===== src/hdl/ps_pkg.sv =====
// Shared types and constants of the power-off supervisor.
package ps_pkg;

  // Width of the millisecond time base; elapsed times wrap at this width.
  localparam int TICK_BITS = 32;

  typedef enum logic [1:0] {
    OP_TASK  = 2'd0,
    OP_LINK  = 2'd1,
    OP_PRESS = 2'd2,
    OP_NONE  = 2'd3
  } op_t;

  // Configuration register indexes.
  localparam logic [2:0] REG_BATTERY_INTERVAL = 3'd0;
  localparam logic [2:0] REG_CRITICAL_PERCENT = 3'd1;
  localparam logic [2:0] REG_LOW_PERCENT      = 3'd2;
  localparam logic [2:0] REG_AUTO_OFF_DELAY   = 3'd3;
  localparam logic [2:0] REG_HOLD_OFF_DELAY   = 3'd4;

  localparam logic [31:0] RST_BATTERY_INTERVAL = 32'd1000;
  localparam logic [6:0]  RST_CRITICAL_PERCENT = 7'd5;
  localparam logic [6:0]  RST_LOW_PERCENT      = 7'd15;
  localparam logic [31:0] RST_AUTO_OFF_DELAY   = 32'd300000;
  localparam logic [31:0] RST_HOLD_OFF_DELAY   = 32'd2000;

  typedef struct packed {
    op_t         operation;
    logic [31:0] now_ms;
    logic [6:0]  battery_percent;
    logic        button_held;
    logic        link_connected;
  } req_t;

  typedef struct packed {
    logic power_enable;
    logic status_led;
    logic charge_low;
  } rsp_t;

  typedef struct packed {
    logic [2:0]  index;
    logic [31:0] value;
  } cfg_t;

endpackage


===== src/hdl/ps_if.sv =====
// Valid/ready channel interfaces for requests, results and configuration writes.
interface ps_req_if;
  logic           valid;
  logic           ready;
  ps_pkg::req_t   data;
  modport source (output valid, output data, input ready);
  modport sink   (input valid, input data, output ready);
endinterface

interface ps_rsp_if;
  logic           valid;
  logic           ready;
  ps_pkg::rsp_t   data;
  modport source (output valid, output data, input ready);
  modport sink   (input valid, input data, output ready);
endinterface

interface ps_cfg_if;
  logic           valid;
  logic           ready;
  ps_pkg::cfg_t   data;
  modport source (output valid, output data, input ready);
  modport sink   (input valid, input data, output ready);
endinterface


===== src/hdl/power_off_supervisor.sv =====
// Top level of the power-off supervisor: request register, state update, result register.
//
// Usage: requests arrive on req (operation, now_ms, battery_percent, button_held,
// link_connected). Operation task step samples the battery when the check interval
// has run out, checks the auto-off and hold-off timers and drives the LED; a link
// request records the link state; a press request records the press time.
// Every request gives exactly one result on rsp: power_enable, status_led and
// charge_low as they stand after that request.
// A result follows its request through the request register, then the result register,
// so its handshake always comes on a later edge than the request handshake.
// Throughput is one request per cycle while the receiver takes results, set by the single
// state update between the request register and the result register.
// Configuration writes on cfg are always taken (ready stays high) and must only be
// issued while no request is in flight. Indexes beyond the register list are ignored.
// Reset (rst, synchronous) loads the register defaults, clears all times and flags,
// and sets the power latch on. Once power_enable drops it stays low until reset.
// When the receiver stalls, the result register holds, the request register holds
// behind it, and req.ready falls only once both are full.
module power_off_supervisor (
  input  logic      clk,
  input  logic      rst,
  ps_req_if.sink    req,
  ps_rsp_if.source  rsp,
  ps_cfg_if.sink    cfg
);

  localparam int TB = ps_pkg::TICK_BITS;

  // Configuration registers.
  logic [31:0] battery_interval;
  logic [6:0]  critical_percent;
  logic [6:0]  low_percent;
  logic [31:0] auto_off_delay;
  logic [31:0] hold_off_delay;

  // Supervisor state.
  logic [TB-1:0] last_battery_time, last_battery_time_next;
  logic [TB-1:0] last_disconnect_time, last_disconnect_time_next;
  logic [TB-1:0] last_press_time, last_press_time_next;
  logic          is_connected, is_connected_next;
  logic          low_flag, low_flag_next;
  logic          led_level, led_level_next;
  logic          power_latch, power_latch_next;

  // Request register.
  logic          s1_valid;
  ps_pkg::req_t  s1;
  logic          advance;

  logic [TB-1:0] now_tick;
  logic [TB-1:0] since_battery, since_disconnect, since_press;

  assign cfg.ready = 1'b1;

  assign advance   = s1_valid && (!rsp.valid || rsp.ready);
  assign req.ready = !s1_valid || advance;

  always_ff @(posedge clk) begin
    if (rst) begin
      battery_interval <= ps_pkg::RST_BATTERY_INTERVAL;
      critical_percent <= ps_pkg::RST_CRITICAL_PERCENT;
      low_percent      <= ps_pkg::RST_LOW_PERCENT;
      auto_off_delay   <= ps_pkg::RST_AUTO_OFF_DELAY;
      hold_off_delay   <= ps_pkg::RST_HOLD_OFF_DELAY;
    end else if (cfg.valid) begin
      unique case (cfg.data.index)
        ps_pkg::REG_BATTERY_INTERVAL: battery_interval <= cfg.data.value;
        ps_pkg::REG_CRITICAL_PERCENT: critical_percent <= cfg.data.value[6:0];
        ps_pkg::REG_LOW_PERCENT:      low_percent      <= cfg.data.value[6:0];
        ps_pkg::REG_AUTO_OFF_DELAY:   auto_off_delay   <= cfg.data.value;
        ps_pkg::REG_HOLD_OFF_DELAY:   hold_off_delay   <= cfg.data.value;
        default: ;
      endcase
    end
  end

  always_ff @(posedge clk) begin
    if (rst) begin
      s1_valid <= 1'b0;
    end else if (req.ready) begin
      s1_valid <= req.valid;
    end
  end

  always_ff @(posedge clk) begin
    if (req.valid && req.ready) begin
      s1 <= req.data;
    end
  end

  assign now_tick         = TB'(s1.now_ms);
  assign since_battery    = now_tick - last_battery_time;
  assign since_disconnect = now_tick - last_disconnect_time;
  assign since_press      = now_tick - last_press_time;

  always_comb begin
    last_battery_time_next    = last_battery_time;
    last_disconnect_time_next = last_disconnect_time;
    last_press_time_next      = last_press_time;
    is_connected_next         = is_connected;
    low_flag_next             = low_flag;
    led_level_next            = led_level;
    power_latch_next          = power_latch;
    unique case (s1.operation)
      ps_pkg::OP_TASK: begin
        if (64'(since_battery) >= 64'(battery_interval)) begin
          if (s1.battery_percent <= critical_percent) begin
            power_latch_next = 1'b0;
          end
          low_flag_next          = (s1.battery_percent <= low_percent);
          last_battery_time_next = now_tick;
        end
        if (64'(since_disconnect) >= 64'(auto_off_delay) && !is_connected) begin
          power_latch_next = 1'b0;
        end
        // A long hold wins over the low-battery blink and forces the LED on.
        if (64'(since_press) >= 64'(hold_off_delay) && s1.button_held) begin
          led_level_next   = 1'b1;
          power_latch_next = 1'b0;
        end else if (low_flag_next) begin
          led_level_next = !led_level;
        end else begin
          led_level_next = 1'b0;
        end
      end
      ps_pkg::OP_LINK: begin
        if (!s1.link_connected) begin
          last_disconnect_time_next = now_tick;
        end
        is_connected_next = s1.link_connected;
      end
      ps_pkg::OP_PRESS: begin
        last_press_time_next = now_tick;
      end
      default: ;
    endcase
  end

  always_ff @(posedge clk) begin
    if (rst) begin
      last_battery_time    <= '0;
      last_disconnect_time <= '0;
      last_press_time      <= '0;
      is_connected         <= 1'b0;
      low_flag             <= 1'b0;
      led_level            <= 1'b0;
      power_latch          <= 1'b1;
    end else if (advance) begin
      last_battery_time    <= last_battery_time_next;
      last_disconnect_time <= last_disconnect_time_next;
      last_press_time      <= last_press_time_next;
      is_connected         <= is_connected_next;
      low_flag             <= low_flag_next;
      led_level            <= led_level_next;
      power_latch          <= power_latch_next;
    end
  end

  // Result register.
  always_ff @(posedge clk) begin
    if (rst) begin
      rsp.valid <= 1'b0;
    end else if (advance) begin
      rsp.valid <= 1'b1;
    end else if (rsp.ready) begin
      rsp.valid <= 1'b0;
    end
  end

  always_ff @(posedge clk) begin
    if (advance) begin
      rsp.data.power_enable <= power_latch_next;
      rsp.data.status_led   <= led_level_next;
      rsp.data.charge_low   <= low_flag_next;
    end
  end

  a_latch_sticky: assert property (@(posedge clk) disable iff (rst)
    !power_latch |=> !power_latch)
    else $error("power latch came back on without reset");

  a_latch_falls_on_task: assert property (@(posedge clk) disable iff (rst)
    $fell(power_latch) |-> $past(advance && s1.operation == ps_pkg::OP_TASK))
    else $error("power latch cleared by a request other than a task step");

  a_result_matches_state: assert property (@(posedge clk) disable iff (rst)
    advance |=> rsp.valid && rsp.data.power_enable == power_latch
      && rsp.data.status_led == led_level && rsp.data.charge_low == low_flag)
    else $error("result register disagrees with the updated state");

  a_stalled_request_held: assert property (@(posedge clk) disable iff (rst)
    s1_valid && !advance |=> s1_valid && $stable(s1))
    else $error("stalled request register lost its request");

endmodule


===== src/flat_wrapper.sv =====
// flat-port wrapper written by rule: the top's interface ports become plain ports
module power_off_supervisor_flat 
  (clk, rst, req_valid, req_data, req_ready, rsp_valid, rsp_data, rsp_ready, cfg_valid, cfg_data, cfg_ready);
  ps_req_if req_i ();
  ps_rsp_if rsp_i ();
  ps_cfg_if cfg_i ();
  input  logic clk;
  input  logic rst;
  input wire logic [$bits(req_i.valid)-1:0] req_valid;
  input wire logic [$bits(req_i.data)-1:0] req_data;
  output wire logic [$bits(req_i.ready)-1:0] req_ready;
  output wire logic [$bits(rsp_i.valid)-1:0] rsp_valid;
  output wire logic [$bits(rsp_i.data)-1:0] rsp_data;
  input wire logic [$bits(rsp_i.ready)-1:0] rsp_ready;
  input wire logic [$bits(cfg_i.valid)-1:0] cfg_valid;
  input wire logic [$bits(cfg_i.data)-1:0] cfg_data;
  output wire logic [$bits(cfg_i.ready)-1:0] cfg_ready;
  assign req_i.valid = req_valid;
  assign req_i.data = req_data;
  assign req_ready = req_i.ready;
  assign rsp_valid = rsp_i.valid;
  assign rsp_data = rsp_i.data;
  assign rsp_i.ready = rsp_ready;
  assign cfg_i.valid = cfg_valid;
  assign cfg_i.data = cfg_data;
  assign cfg_ready = cfg_i.ready;
  power_off_supervisor u_core (.clk(clk), .rst(rst), .req(req_i), .rsp(rsp_i), .cfg(cfg_i));
endmodule

===== config.mk =====
export PLATFORM = sky130hd
export DESIGN_NAME = power_off_supervisor_flat
export DESIGN_NICKNAME = d
export VERILOG_FILES = /design/src/hdl/ps_pkg.sv /design/src/hdl/ps_if.sv /design/src/hdl/power_off_supervisor.sv /design/src/flat_wrapper.sv
export SDC_FILE = /design/constraint.sdc
export NUM_CORES = 1
export LEC_CHECK = 0
export ABC_AREA = 1
export BUFFER_PORTS_ARGS = -buffer_cell sky130_fd_sc_hd__buf_2
export CAP_MARGIN = 25
export CORE_UTILIZATION = 60
export CTS_CLUSTER_SIZE = 8
export DETAILED_ROUTE_END_ITERATION = 6
export MAX_ROUTING_LAYER = met4
export PLACE_DENSITY = 0.83
export SETUP_SLACK_MARGIN = 0.3
export SLEW_MARGIN = 25
export SYNTH_ARGS = -nofsm -noshare
export SYNTH_HDL_FRONTEND = slang
export SYNTH_SLANG_ARGS = --single-unit

===== constraint.sdc =====
create_clock -name clk -period 4.7 [get_ports clk]
set_input_delay 0.47 -clock clk [delete_from_list [all_inputs] [get_ports clk]]
set_output_delay 0.47 -clock clk [all_outputs]
set_load 0.005 [all_outputs]

# Word-level counts from Yosys, hierarchy flattened
# Cells that the tools add are included.
[op_classes] n_bitwise=1 order_cmp=5 eq_ne=6 muxes=13 add_sub_neg=3 n_reduce_logical=22
[ops] operator="32-bit greater-or-equal comparator" n=3
[ops] operator="32-bit subtractor" n=3
[ops] operator="7-bit less-or-equal comparator" n=2
[ops] operator="2-bit AND reduction" n=7
[ops] operator="1-bit two-way mux" n=13
[ops] operator="3-bit by 2-bit == test with 1-bit output (second input constant)" n=2
[ops] operator="3-bit AND reduction" n=2
[ops] operator="1-bit logical AND" n=4
[ops] operator="1-bit zero test" n=4
[ops] operator="3-bit by 1-bit == test with 1-bit output (second input constant)" n=1
[ops] operator="3-bit == test (second input constant)" n=1
[ops] operator="3-bit zero test" n=1
[ops] operator="2-bit by 1-bit == test with 1-bit output (second input constant)" n=1
[ops] operator="2-bit == test (second input constant)" n=1
[ops] operator="2-bit zero test" n=1
[ops] operator="1-bit logical OR" n=2
[ops] operator="2-bit nonzero test" n=1
[ops] operator="1-bit NOT" n=1
[totals] regBits=258 in_bits=83 out_inout_bits=6 wordCells=72

# Longest topological paths before layout
# Gate-level depths: netlist (run 1).
[logic_depth] depth_word=7 mapped_depth=28 depth_no_buf=28

# Least setup slack after synthesis (run 1)
# No wires, ideal clock.
[synth_path] path_kind="register to register" startpoint="register u_core.s1, in the netlist u_core.now_tick[0]" endpoint="register, netlist name u_core.rsp.data[2]" synth_period_minus_slack_ns=3.299 arrival_time_ns=3.048 stages_incl_launch_ff=24 setup_slack_ns=1.401 n_path_buf=0 t_required_ns=4.449 setup_ns=0.251 path_cell_list="edfxtp_1 > inv_1 > ha_1 > inv_1 > fa_1 > nand3_1 > nand2_1 > a21boi_2 > o21ai_2 > a21boi_1 > o21ai_2 > xor2_1 > ha_1 > nand2_1 > nor2_1 > nand4_1 > nor2_1 > nand2_1 > nand2_2 > o21ai_0 > nand3_1 > nand2_1 > nand2_1 > inv_1"
[synth_between] elab_chain_cells=6 elab_cells_between_ends=12 classes_between="3 x add/sub; 3 x order compare; 4 x mux; 2 x reduce/logical"
[synth_rtl] item="from (decl)" line_no="power_off_supervisor.sv:47" rtl="ps_pkg::req_t s1;"
[synth_rtl] item="from (signal assigned)" line_no="power_off_supervisor.sv:87" rtl="s1 <= req.data;"
[synth_rtl] item="32-bit subtractor (on tied branches)" line_no="power_off_supervisor.sv:92, power_off_supervisor.sv:93"
[synth_rtl] item="32-bit greater-or-equal comparator (on tied branches)" line_no="power_off_supervisor.sv:106, power_off_supervisor.sv:113"
[synth_rtl] item="1-bit two-way mux or 1-bit logical AND (tied branches)" line_no="power_off_supervisor.sv:106, power_off_supervisor.sv:113"
[synth_rtl] item="1-bit two-way mux" line_no="power_off_supervisor.sv:113" rtl="if (64'(since_disconnect) >= 64'(auto_off_delay) && !is_connected) begin"
[synth_rtl] item="1-bit two-way mux (*)" line_no="power_off_supervisor.sv:117" rtl="if (64'(since_press) >= 64'(hold_off_delay) && s1.button_held) begin"
[synth_rtl] item="1-bit two-way mux (*)" line_no="power_off_supervisor.sv:104" rtl="unique case (s1.operation)"
[synth_rtl] item="named net u_core.power_latch_next" line_no="power_off_supervisor.sv:43" rtl="logic power_latch, power_latch_next;"
# Mark *: on every way through the listed nets, which the timed path passes. The rest lies on a longest branch.
# A chain may end at the register's enable or synchronous reset.

# Worst setup path in the final report (run 1)
[layout_path] startpoint="register u_core.s1, in the netlist u_core.now_tick[0]" endpoint="register u_core.last_battery_time[28]"
[layout_between] elab_chain_cells=3
[layout_rtl] item="32-bit subtractor" line_no="power_off_supervisor.sv:92" rtl="assign since_battery = now_tick - last_battery_time;"
[layout_rtl] item="32-bit greater-or-equal comparator" line_no="power_off_supervisor.sv:106" rtl="if (64'(since_battery) >= 64'(battery_interval)) begin"
[layout_rtl] item="3-bit AND reduction (no line)"
[layout_rtl] item="to (signal assigned)" line_no="power_off_supervisor.sv:149" rtl="last_battery_time <= last_battery_time_next;"
[layout_rtl] item="to (decl)" line_no="power_off_supervisor.sv:37" rtl="logic [TB-1:0] last_battery_time, last_battery_time_next;"
# Every way passes these cells.

==> summary.md, run 1 <==
| Metric | Value |
|---|---|
| Lkg Pwr | `7.97 nW` |
| Hold endpoint | `u_core.now_tick[15]$_DFFE_PP_` |
| Synth-to-Final Area Change | `11.1%` |
| Max incr delay on CP | `about 400 ps` |
| Final setup viols | `0` |
| Clk slew on worst S/H paths | `60 ps` |
| Setup CP Type | `flip-flop to flip-flop` |
| Critical path's most frequent cell | `nand2_1` |
| Hold WC Path Type | `input pin to flip-flop` |
| Vias in the first global route | `14300` |
| Synth area leaders | `dfxtp_1, ha_1, a21oi_1` |
| Fmax | `0.242 GHz` |
| Critical path data required time | `roughly 5100 ps` |
| Cts bufs inserted | `38` |
| Worst skew pair latency | `about 520 ps` |
| Clk_skew | `20.1 ps` |
| Die height | `169 um` |
| Placement Setup Slack | `249 ps` |
| Count of final max-slew check failures | `0` |
| Hpwl dp | `35.7 mm` |
| Reg2reg setup slack | `about 570 ps` |
| First-pass DRT Iterations | `7` |
| Hold_buf cts | `0` |
| VDD IR-drop max | `0.284 mV` |
| Max-Cap Viols | `0` |
| Top-count cell post-synth | `inv_1` |
| Minimum clock period after layout | `4130 ps` |
| Register-to-Register Path Depth | `24` |
| Reg-to-reg startpoint | `u_core.now_tick[0]$_DFFE_PP_` |
| Worst setup margin | `572 ps` |
| Async SR Flop Fraction | `0` |
| Worst setup SP type | `flip-flop` |
| Pin count of the biggest net entering global routing | `104` |
| Row count | `60` |
| Starting Density | `0.615` |
| Critical path's slowest cell | `fa_1` |
| Clock buffer depth | `3` |
| Die width | `roughly 170 um` |
| Seq/Total Area, Yosys | `0.337` |
| Worst r2r dst | `u_core.last_battery_time[28]$_SDFFE_PP0P_` |
| Pwr dens | `344 nW/um^2` |
| Number of synthesized flops with an enable pin | `between 40 and 50` |
| Vias | `15200` |
| Cells after Synth | `2229` |
| CP arrival | `roughly 4500 ps` |
| Global Route Usage Sum | `0.330` |
| Post-Syn Area | `16700 sq um` |
| # port buffers | `87` |
| Layout cell share with drive strength beyond 1 | `0.0777` |
| CTS tree | `built` |
| Syn Nets | `2518` |
| H-tree depth | `2` |
| Ports | `89` |
| Post-synth top area cell | `dfxtp_1` |
| Clock root buffer | `clkbuf_16` |
| Overflow after GRT | `0` |
| Netlist cell types | `49` |
| Drc violations | `0` |
| Top cell type's share of synthesized area | `0.254` |
| Final nets | `approximately 2600` |
| Die ar. | `between 20000 and 30000 sq um` |
| Critical Path Sink Type | `flip-flop` |
| FF+latch count, synth | `258` |
| Warnings from Yosys | `0` |
| Crit share post-route | `0.878` |
| Syn Area/Cell | `7.48 sq um` |
| Slew headroom | `0.398` |
| Placed Area | `around 17000 sq um` |
| WL final | `46.0 mm` |
| Core area | `approximately 27000 sq um` |
| Hold wc startpoint | `req_data[24]` |
| CP cell instances | `inv_2 -> ha_1 -> inv_1 -> fa_1 -> nand3_1 -> nand2_1 -> a21boi_2 -> o21ai_1 -> nand2_1 -> nand2_1 -> nand4_1 -> nand2_1 -> xor2_1 -> ha_1 -> nand2_1 -> nor2_1 -> nand2_1 -> nor2_1 -> nand2_1 -> nand2_2 -> nand3_4 -> buf_6 -> o21ai_1 -> a21oi_1` |
| Status | `finished, final reports clean` |
| Final number of hold-violating endpoints | `0` |
| First-pass GRT wire length | `71.7 mm` |
| Top post-synthesis cells by count | `inv_1, nand2_1, a21oi_1` |
| Vias per cell | `5.62` |
| Mean routed wirelength per cell | `17.0 um` |
| Iter 0 DRT Violations | `~1200` |
| RSZ-0062 raised after global routing | `false` |
| Top_reg_cell synth | `dfxtp_1` |
| Antenna Nets Post-Route | `0` |
| Worst Max-Slew Pin Slew | `904 ps` |
| Initial antenna violation count | `1` |
| Hold path depth | `1` |
| Placer Congestion | `between 1 and 1.5` |
| Final instance area | `18500 sq um` |
| Clock sinks | `~260` |
| Setup TNS | `0 ps` |
| CP max FO | `22` |
kinds of logic (layout without fill, tap and decap cells):
logic type      count (synthesis)  count (layout)  synth area share
compound gates                678             678             0.219
simple gates                  596             598             0.148
buf+inv                       404             503            0.0941
flops                         258             258             0.337
fa+ha+maj                     206             206             0.156
xor+xnor                       86              86            0.0452
other cells                     1               2          0.000225
what timing repair did:
| item | 4_1_cts | 5_1_grt |
|---|---|---|
| buffers inserted | 0 | 3 |
| endpoints found under the setup margin | 11 | 31 |
| gates resized for setup | 0 | 8 |
| cloned | 1 | 1 |
cells in the final DEF (no fill, tap or decap), types with 4 or more instances in the layout:
cell       instances
nor2_1           154
clkbuf_16         38
nor3_2             4
clkbuf_1          17
buf_4             11
o21a_1             8
dfxtp_1          212
o211ai_1          22
o21bai_1          10
o21ai_2            4
ha_1             203
inv_1            336
o21ai_1           41
a21o_1            19
nand2_1          337
xnor2_1           22
edfxtp_1          46
nor3_1            15
a31oi_1            8
a211oi_1           4
a21oi_2            7
o21ai_0          209
a221oi_1           4
a21oi_1          330
buf_2             87
nor2_2             4
xor2_1            64
nand2_2            5
nand3_1           47
nand4_1           22
power by group:
part	switching (mW)	internal [mW]
combinational	0.921	0.546
clock	0.970	1.52
sequential	0.0669	2.35
total	1.96	4.41
routing by layer:
metal,up-vias,GRT usage,share of wire
met4,0,0.107,0.031
li1,7661,-,-
met1,6954,0.432,0.45
met2,486,0.521,0.44
met5,-,-,0
met3,101,0.0540,0.078
final cells by class:
type | instances | area [sq um]
multi-input cells | 1569 | 9530
fillers | 2253 | 8560
flip-flops and latches | 258 | 5630
inverters | 343 | 1290
clock buffers | 57 | 1040
repair buffers | 100 | 549
well taps | 372 | 465
clock inverters | 3 | 33.8
diodes | 1 | 2.50
through the flow:
| step | instances | utilization | hold slack (ps) | total power, mW |
|---|---|---|---|---|
| 2_1_floorplan | 2229 | - | 433 | 3.48 |
| 3_3_place_gp | 2637 | 0.642 | 441 | 3.83 |
| 3_5_place_dp | 2637 | 0.642 | 449 | 3.87 |
| 4_1_cts | 2698 | 0.682 | 109 | 6.37 |
| 5_1_grt | 2703 | 0.684 | 108 | 6.68 |
| 6_report | 2703 | 0.684 | 120 | 6.37 |
sequential cells by signal (all words and copies together), names as in the netlist, 3 cells and up:
signal                       flops
u_core.rsp.data                  3
u_core.hold_off_delay           32
u_core.low_percent               7
u_core.s1                       11
u_core.last_press_time          32
u_core.auto_off_delay           32
u_core.critical_percent          7
u_core.battery_interval         32
u_core.now_tick                 32
u_core.last_battery_time        32
u_core.last_disconnect_time     32
how the worst max path moves through the flow:
stage / slack (ps) / cells after the start / to / from
after floorplan: 1400 / 23 / u_core.rsp.data[2]$_DFFE_PP_ / u_core.now_tick[0]$_DFFE_PP_
after global placement: 380 / 24 / u_core.last_battery_time[29]$_SDFFE_PP0P_ / u_core.now_tick[0]$_DFFE_PP_
after detailed placement: 250 / 24 / u_core.last_battery_time[28]$_SDFFE_PP0P_ / u_core.now_tick[0]$_DFFE_PP_
after CTS: 300 / 24 / u_core.last_battery_time[22]$_SDFFE_PP0P_ / u_core.now_tick[0]$_DFFE_PP_
after global routing: 310 / 24 / u_core.last_battery_time[22]$_SDFFE_PP0P_ / u_core.now_tick[0]$_DFFE_PP_
final: 570 / 24 / u_core.last_battery_time[28]$_SDFFE_PP0P_ / u_core.now_tick[0]$_DFFE_PP_
worst max-delay path: cells and delay by family, from the launching register on:
family	cells	cell delay (ps)
AOI/OAI and AO/OA	4	600
xor gates and xnor gates	1	170
adders and majority gates	3	840
buffers and inverters	3	450
DFF	1	370
and+or+nand+nor	13	1570
(Power assumes the default switching activity.)
==> inputs of run 2 (changes only) <==
CORE_ASPECT_RATIO = 1.5   (was unset)
CTS_BUF_LIST = sky130_fd_sc_hd__clkbuf_8   (was unset)
==> run 2 against run 1 <==
- the flow now finishes with violations (DRC)
- hold slack worse by 70 ps
- highest routed layer unchanged
- flip-flop and latch count unchanged
- maximum frequency down 0.45%
- critical path type unchanged
- worst setup slack worse by 18 ps
- utilization down 0.78 points
- critical path depth down 3
- sequential share of layout area up 0.11 points
- global-route usage up 5.4 points
- register-to-register slack worse by 20 ps
- clock-buffer cell count down 7
- non-clock buffer count up 24
==> summary.md, run 2 (same netlist as run 1, synthesis figures left out) <==
| Metric | Value |
|---|---|
| VDD IR-drop max | `0.277 mV` |
| Hold_buf cts | `0` |
| Placer Congestion | `about 1` |
| Max-Cap Viols | `0` |
| WL final | `53.3 mm` |
| Core Util, Final | `0.676` |
| Drc violations | `12` |
| Hold wc startpoint | `req_data[42]` |
| Hold endpoint | `u_core.s1[42]$_DFFE_PP_` |
| Commonest non-fill, non-tap cell in the layout | `inv_1` |
| Number of diodes | `0` |
| Comb power frac | `0.264` |
| Core area | `27300 sq um` |
| Iter 0 DRT Violations | `998` |
| Worst Max-Slew Pin Slew | `926 ps` |
| Minimum clock period after layout | `about 4100 ps` |
| Worst skew pair latency | `590 ps` |
| Critical path data required time | `5170 ps` |
| Clk_skew | `between 20 and 25 ps` |
| First-pass GRT wire length | `approximately 80 mm` |
| Register-to-Register Path Depth | `21` |
| Final number of hold-violating endpoints | `0` |
| Hpwl dp | `42.2 mm` |
| Fmax | `roughly 0.24 GHz` |
| Failing checks | `DRC` |
| First-pass DRT Iterations | `7` |
| Antenna Nets Post-Route | `0` |
| Mean routed wirelength per cell | `19.6 um` |
| CP max FO | `6` |
| RSZ-0062 raised after global routing | `true` |
| Setup CP Type | `flip-flop to flip-flop` |
| Inst Count DP | `2625` |
| Vias | `~16000` |
| Reg2reg setup slack | `~550 ps` |
| Clk slew on worst S/H paths | `60 ps` |
| Reg-to-reg startpoint | `u_core.now_tick[15]$_DFFE_PP_` |
| Sw Ratio | `0.339` |
| Worst setup SP type | `flip-flop` |
| Setup TNS | `0 ps` |
| Count of final max-slew check failures | `0` |
| Die height | `206 um` |
| CTS tree | `built` |
| Clock root buffer | `clkbuf_8` |
| P_sw | `1.99 mW` |
| # port buffers | `between 80 and 90` |
| Pin count of the biggest net entering global routing | `a little under 90` |
| Most frequent cells in the layout | `inv_1, nand2_1, a21oi_1, dfxtp_1, o21ai_0` |
| Lkg Pwr | `8.07 nW` |
| Worst r2r dst | `u_core.last_battery_time[12]$_SDFFE_PP0P_` |
| Row count | `74` |
| Cts bufs inserted | `43` |
| Pwr dens | `318 nW/um^2` |
| Clock buffer depth | `3` |
| Clock sinks | `258` |
| Clock Power Share | `0.328` |
| Die ar. | `between 20000 and 30000 sq um` |
| Post-Layout Cell Count | `2713` |
| Layout cell share with drive strength beyond 1 | `0.0924` |
| Synth-to-Final Area Change | `10.7%` |
| Slew headroom | `0.382` |
| Vias in the first global route | `15000` |
| Vias per cell | `approximately 5.8` |
| Ports | `89` |
| Global Route Usage Sum | `0.384` |
| Initial antenna violation count | `0` |
| Final setup viols | `0` |
| H-tree depth | `2` |
| Starting Density | `0.611` |
| P_int | `3.88 mW` |
| Flop pwr share | `0.409` |
| CP arrival | `4620 ps` |
| Overflow after GRT | `0` |
| Hold path depth | `1` |
| Critical Path Sink Type | `flip-flop` |
| Status | `finished with violations` |
| Hold WC Path Type | `input pin to flip-flop` |
| Final nets | `about 2600` |
| Die width | `138 um` |
| Crit share post-route | `0.882` |
run 2: cell count changes in the layout (fill, tap and decap cells not counted), moves of 5 or more:
| cell | delta |
|---|---|
| clkbuf_16 | -36 |
| clkbuf_1 | -17 |
| buf_4 | +22 |
| clkbuf_8 | +48 |
| clkinv_2 | +5 |
| inv_1 | +20 |
run 2: worst max-delay path, stage by stage (launching register included):
cell	delay, ps
edfxtp_1	620
ha_1	460
a21oi_1	240
o21ai_0	140
a21oi_1	160
nand3_1	180
a21o_1	230
nand2_1	70
clkinv_1	60
o21ai_0	140
nand2_1	100
ha_1	280
nand2_1	50
nor2_1	130
nand2_1	120
nor2_2	150
nand2_1	150
nand2_4	150
nand3_2	200
buf_4	250
o21ai_1	110
a21oi_1	50
run 2: timing repair:
action,4_1_cts,5_1_grt
hold endpoints to repair,0,0
resized for setup,1,5
pin swaps,0,1
cloned,1,4
setup buffers,0,7
endpoints found under the setup margin,15,34
run 2: final cells by class:
type | count | area, sq um
clock buffer | 50 | 688
sequential | 258 | 5630
multi-input combinational | 1570 | 9540
fill | 2380 | 8840
tap | 342 | 428
inverter | 343 | 1290
timing repair buffer | 124 | 773
clock inverter | 26 | 125
run 2: power by group through the flow:
stage / Sequential, mW / Combinational (mW) / Clock (mW)
after floorplan: 2.43 / 1.05 / 0
after detailed placement: 2.45 / 1.49 / 0
final: 2.40 / 1.55 / 1.93
after global routing: 2.41 / 1.73 / 2.04
after global placement: 2.45 / 1.47 / 0
after CTS: 2.40 / 1.51 / 1.94
run 2: worst max-delay path by stage:
stage / from / end / slack [ps] / cells past startpoint
after CTS: u_core.now_tick[2]$_DFFE_PP_ / u_core.last_battery_time[24]$_SDFFE_PP0P_ / 380 / 23
after floorplan: u_core.now_tick[0]$_DFFE_PP_ / u_core.rsp.data[2]$_DFFE_PP_ / 1400 / 23
after detailed placement: u_core.now_tick[0]$_DFFE_PP_ / u_core.last_battery_time[24]$_SDFFE_PP0P_ / 290 / 25
final: u_core.now_tick[15]$_DFFE_PP_ / u_core.last_battery_time[12]$_SDFFE_PP0P_ / 550 / 21
after global routing: u_core.now_tick[0]$_DFFE_PP_ / u_core.last_battery_time[2]$_SDFFE_PP0P_ / 280 / 25
after global placement: u_core.now_tick[0]$_DFFE_PP_ / u_core.last_battery_time[29]$_SDFFE_PP0P_ / 390 / 25
run 2: metal layers:
layer,wire length [um],global-route usage
met4,4910,0.306
met3,2600,0.0429
met5,0,-
met2,25800,0.681
met1,20000,0.391
run 2: metrics by stage:
stage          power, mW  hold WS (ps)  instance area [sq um]  worst slack [ps]
6_report            5.88          50.2                  18500               553
5_1_grt             6.18          30.3                  18500               282
3_3_place_gp        3.91           443                  17500               395
4_1_cts             5.85          24.6                  18300               376
2_1_floorplan       3.48           433                  16700              1400
3_5_place_dp        3.94           450                  17500               289
